==> src/rtl/core/emt_pkg.sv <==
package emt_pkg;

    // table size and derived widths
    localparam int MAX_EXTENTS = 64;
    localparam int IDX_W       = $clog2(MAX_EXTENTS);
    localparam int CNT_W       = $clog2(MAX_EXTENTS + 1);
    // running block count before an extent never exceeds MAX_EXTENTS * (2^24 - 1)
    localparam int BEF_W       = $clog2(MAX_EXTENTS) + 24;

    // fixed field widths
    localparam int OP_W     = 2;
    localparam int BLK_W    = 32;
    localparam int LEN_W    = 24;
    localparam int OFS_W    = 40;
    localparam int SHIFT_W  = 5;
    localparam int STATUS_W = 3;
    localparam int TOTAL_W  = 7;

    localparam logic [SHIFT_W-1:0] SHIFT_RESET = 5'd12;

    typedef enum logic [OP_W-1:0] {
        OP_APPEND = 2'd0,
        OP_LOOKUP = 2'd1,
        OP_CLEAR  = 2'd2
    } t_op;

    localparam logic [STATUS_W-1:0] ST_NEW    = 3'd0;
    localparam logic [STATUS_W-1:0] ST_MERGED = 3'd1;
    localparam logic [STATUS_W-1:0] ST_FULL   = 3'd2;
    localparam logic [STATUS_W-1:0] ST_FOUND  = 3'd3;
    localparam logic [STATUS_W-1:0] ST_NONE   = 3'd4;

    // one extent as held in a cell
    typedef struct packed {
        logic [BLK_W-1:0] start;
        logic [LEN_W-1:0] len;
    } t_ext;

    // lookup wavefront handed from cell to cell
    typedef struct packed {
        logic [OFS_W-1:0] index;
        logic [BEF_W-1:0] passed;
        logic [CNT_W-1:0] remaining;
        logic             found;
        logic [BLK_W-1:0] phys;
    } t_token;

endpackage

==> src/rtl/core/emt_cell.sv <==
module emt_cell import emt_pkg::*; (
    input  logic   i_clk,
    input  logic   i_we,
    input  t_ext   i_wr,
    input  t_token i_tok,
    output t_token o_tok
);

    t_ext             r_ext;
    t_token           r_tok;
    t_token           n_tok;
    logic [BEF_W-1:0] after;
    logic             active;
    logic             hit;

    always_comb begin
        n_tok  = i_tok;
        after  = i_tok.passed + BEF_W'(r_ext.len);
        active = (i_tok.remaining != '0) && !i_tok.found;
        hit    = active && (OFS_W'(after) > i_tok.index);
        if (hit) begin
            n_tok.found = 1'b1;
            n_tok.phys  = r_ext.start + BLK_W'(i_tok.index - OFS_W'(i_tok.passed));
        end else if (active) begin
            n_tok.passed    = after;
            n_tok.remaining = i_tok.remaining - CNT_W'(1);
        end
    end

    always_ff @(posedge i_clk) begin
        if (i_we) begin
            r_ext <= i_wr;
        end
        r_tok <= n_tok;
    end

    assign o_tok = r_tok;

endmodule

==> config.mk <==
export PLATFORM = sky130hd
export DESIGN_NAME = emt_cell
export DESIGN_NICKNAME = d
export VERILOG_FILES = /design/src/rtl/core/emt_pkg.sv /design/src/rtl/core/emt_cell.sv
export SDC_FILE = /design/constraint.sdc
export NUM_CORES = 1
export LEC_CHECK = 0
export ABC_AREA = 1
export BUFFER_PORTS_ARGS = -buffer_cell sky130_fd_sc_hd__buf_2
export CORE_UTILIZATION = 52
export DETAILED_ROUTE_END_ITERATION = 10
export GPL_TIMING_DRIVEN = 0
export PLACE_DENSITY = 0.82
export SLEW_MARGIN = 20
export SYNTH_ARGS = -nofsm -noshare
export SYNTH_HDL_FRONTEND = slang
export SYNTH_SLANG_ARGS = --single-unit
==> constraint.sdc <==
create_clock -name i_clk -period 7.26 [get_ports i_clk]
set_clock_uncertainty 0.1 [all_clocks]
set_input_delay 0.726 -clock i_clk [delete_from_list [all_inputs] [get_ports i_clk]]
set_output_delay 0.726 -clock i_clk [all_outputs]
set_load 0.005 [all_outputs]
==> impl_results.md <==
- I/O Buffers: 277
- Post-Syn Area per Cell: 6.82 sq um
- Cell Area, Synth: around 0.012 sq mm
- Net count, final: ~2.3k
- Core Region: around 0.022 sq mm
- Site row count: 54
- Die X: between 150 and 200 microns
- RSZ-0062 raised after global routing: false
- Routability congestion estimate: approximately 0.95
- Setup TNS: 0 ns
- Data required time of the worst path: ~7.5 ns
- Pre-Repair DR Iteration Count: 8
- Highest clock rate: approximately 240 MHz
- Root Buffer: clkbuf_16
- P&R area growth vs syn: 19.9%
- Post-Synthesis Cells: between 1.5k and 2k
- Die height: 152 microns
- Crit Path Category: in -> reg
- Power Density: 223 mW/mm^2
- CTS buffer count: 17
- Synth cell types: 34
- Vias: about 11k
- Crit Path Max Fanout: 10
- Number of global-route vias before repair: 10.8k
- Total power: 3.10 mW
- Max-Cap Viols: 0
- CTS tree: done
- Global route overflow: 0
- Via density: 5.01
- Postcts setup bufs: 0
- Hold Vio Cnt, Final: 0
- Yosys reg bits: 166
- GR Util All Layers: 0.307
- Slew Limit Headroom: 0.492
- # H-tree levels: 4
- Layout cell share with drive strength beyond 1: 0.170
- Net Count, Synth: 1993
- # hold bufs at CTS: 0
- Pin count of the biggest net entering global routing: 57
- Clock latency on the worst-skew pair: around 0.44 ns
- Slew Viols, Final: 0
- Clk sinks: roughly 170
- Die ar.: about 0.023 sq mm
- Crit start category: input pin
- Worst Hold Class: in -> reg
- Sequential area share after synthesis: 0.334
- Hpwl dp: slightly below 30000 microns
- 1st-iter DRT viols: about 770
- Synth warnings: 0
- Avg WL per Cell: ~15 microns
- CTS Buffer Depth: 2
- Resize count post-CTS: 0
- Leak: a little over 8 nW
- Peak supply drop: ~0.14 mV
- # IOs: between 200 and 300
- Clock-pin slew on the worst setup and hold paths: 0.07 ns
- Final setup violation count: 0
- CP endpoint kind: register
- First-pass GRT wire length: about 53000 microns
- Crit share post-route: 0.586
- Worst EP arrival: ~4.5 ns
- Worst-Margin Slew: between 0.7 and 0.8 ns
- Residual DRC: 0
- Total Wirelength: between 30000 and 40000 microns
- Initial antenna violation count: 2
- Final ANT Viol Nets: 0
- Starting Density: 0.531
- Outcome: complete, no violations
- Post-layout minimum cycle time: about 4.3 ns
[worst paths after layout]
path	start	endpoint	slack [ns]	cells past startpoint
setup / recovery	i_tok[51]	o_tok[54]	3.01	26
hold / removal	i_tok[88]	o_tok[88]	0.30	1
setup reg to reg	r_ext[0]	o_tok[54]	3.06	28
hold reg to reg	r_ext[0]	o_tok[40]	0.53	3
[routing by layer]
metal / track usage / share of wire / routed length, microns / up-vias
li1: - / - / - / 5769
met1: 0.375 / 0.42 / 14600 / 5197
met2: 0.537 / 0.48 / 16800 / 451
met3: 0.0458 / 0.066 / 2290 / 82
met4: 0.127 / 0.036 / 1250 / 0
met5: 0 / 0 / 0 / -
[cells in the mapped netlist, drive strengths merged]
library cell	number	share of area
nor2	96	0.031
buf	23	0.015
o21ai	9	0.0039
and3	1	0.00054
dfxtp	110	0.19
nor3	9	0.0043
a21o	3	0.0019
ha	89	0.096
and2	13	0.0070
o21bai	3	0.0019
xor2	27	0.020
fa	31	0.053
a21oi	42	0.019
or2	2	0.0011
nor3b	1	0.00065
nor4	1	0.00054
xnor2	6	0.0045
nand4	38	0.020
nand3	119	0.052
nand3b	1	0.00065
nand2	646	0.21
inv	379	0.12
edfxtp	56	0.14
[cell type report]
type	count	area [sq um]
fill	2082	7940
multi-input combinational	1137	6150
sequential	166	3880
inverter	379	1420
timing repair buffer	277	1390
clock buffer	22	495
tap	280	350
buffer	23	174
clock inverter	10	77.6
antenna	2	5.00
[placed cells by master, fill, tap and decap left out, types with 12 or more instances in the layout]
cell       instances
inv_1            377
and2_1            12
nand4_1           38
ha_1              89
nand2_1          642
edfxtp_1          56
buf_2            286
a21oi_1           41
clkbuf_16         18
xor2_1            27
nand3_1          118
dfxtp_1          110
fa_1              31
nor2_1            94
[critical path: stages]
cell     delay, ns
buf_2         0.14
ha_1          0.36
nand2_1       0.16
nor2_1        0.33
and2_1        0.18
nand2_1       0.05
nand2_1       0.24
nand2_1       0.12
nand3_1       0.10
nand2_1       0.14
ha_1          0.33
nand2_1       0.08
inv_1         0.04
nand2_1       0.17
inv_1         0.06
nand2_1       0.06
o21ai_0       0.16
nand2_1       0.12
nand2_1       0.07
inv_2         0.09
nand2_4       0.07
nand2_2       0.20
nand2_2       0.13
buf_6         0.18
nand2_1       0.06
nand2_1       0.09
[logic make-up after synthesis]
logic type                 after synthesis  share of synthesized area
and+or+nand+nor                        927                      0.328
AOI/OAI and AO/OA                       57                     0.0268
buffers and inverters                  402                      0.137
DFF                                    166                      0.334
adders and majority gates              120                      0.149
xor gates and xnor gates                33                     0.0249
[flip-flops by register name, indices dropped and copies added (netlist names)]
signal,flops
o_tok,110
r_ext,56
[power breakdown]
group	switching [mW]	leakage [nW]	internal [mW]
registers	0.0195	1.48	1.04
logic	0.741	6.54	0.404
clock network	0.410	0.285	0.493
total	1.17	8.30	1.93
[stage by stage]
stage	area [sq um]	setup slack, ns	std cells	hold WS [ns]	util
after global placement	13400	2.66	2262	0.504	0.611
after global routing	13900	2.80	2296	0.294	0.637
after floorplan	11600	3.66	1705	0.479	-
after detailed placement	13400	2.62	2262	0.516	0.611
final	13900	3.01	2296	0.297	0.637
after CTS	13900	3.04	2294	0.289	0.637
Power figures use the tool's default switching activity.
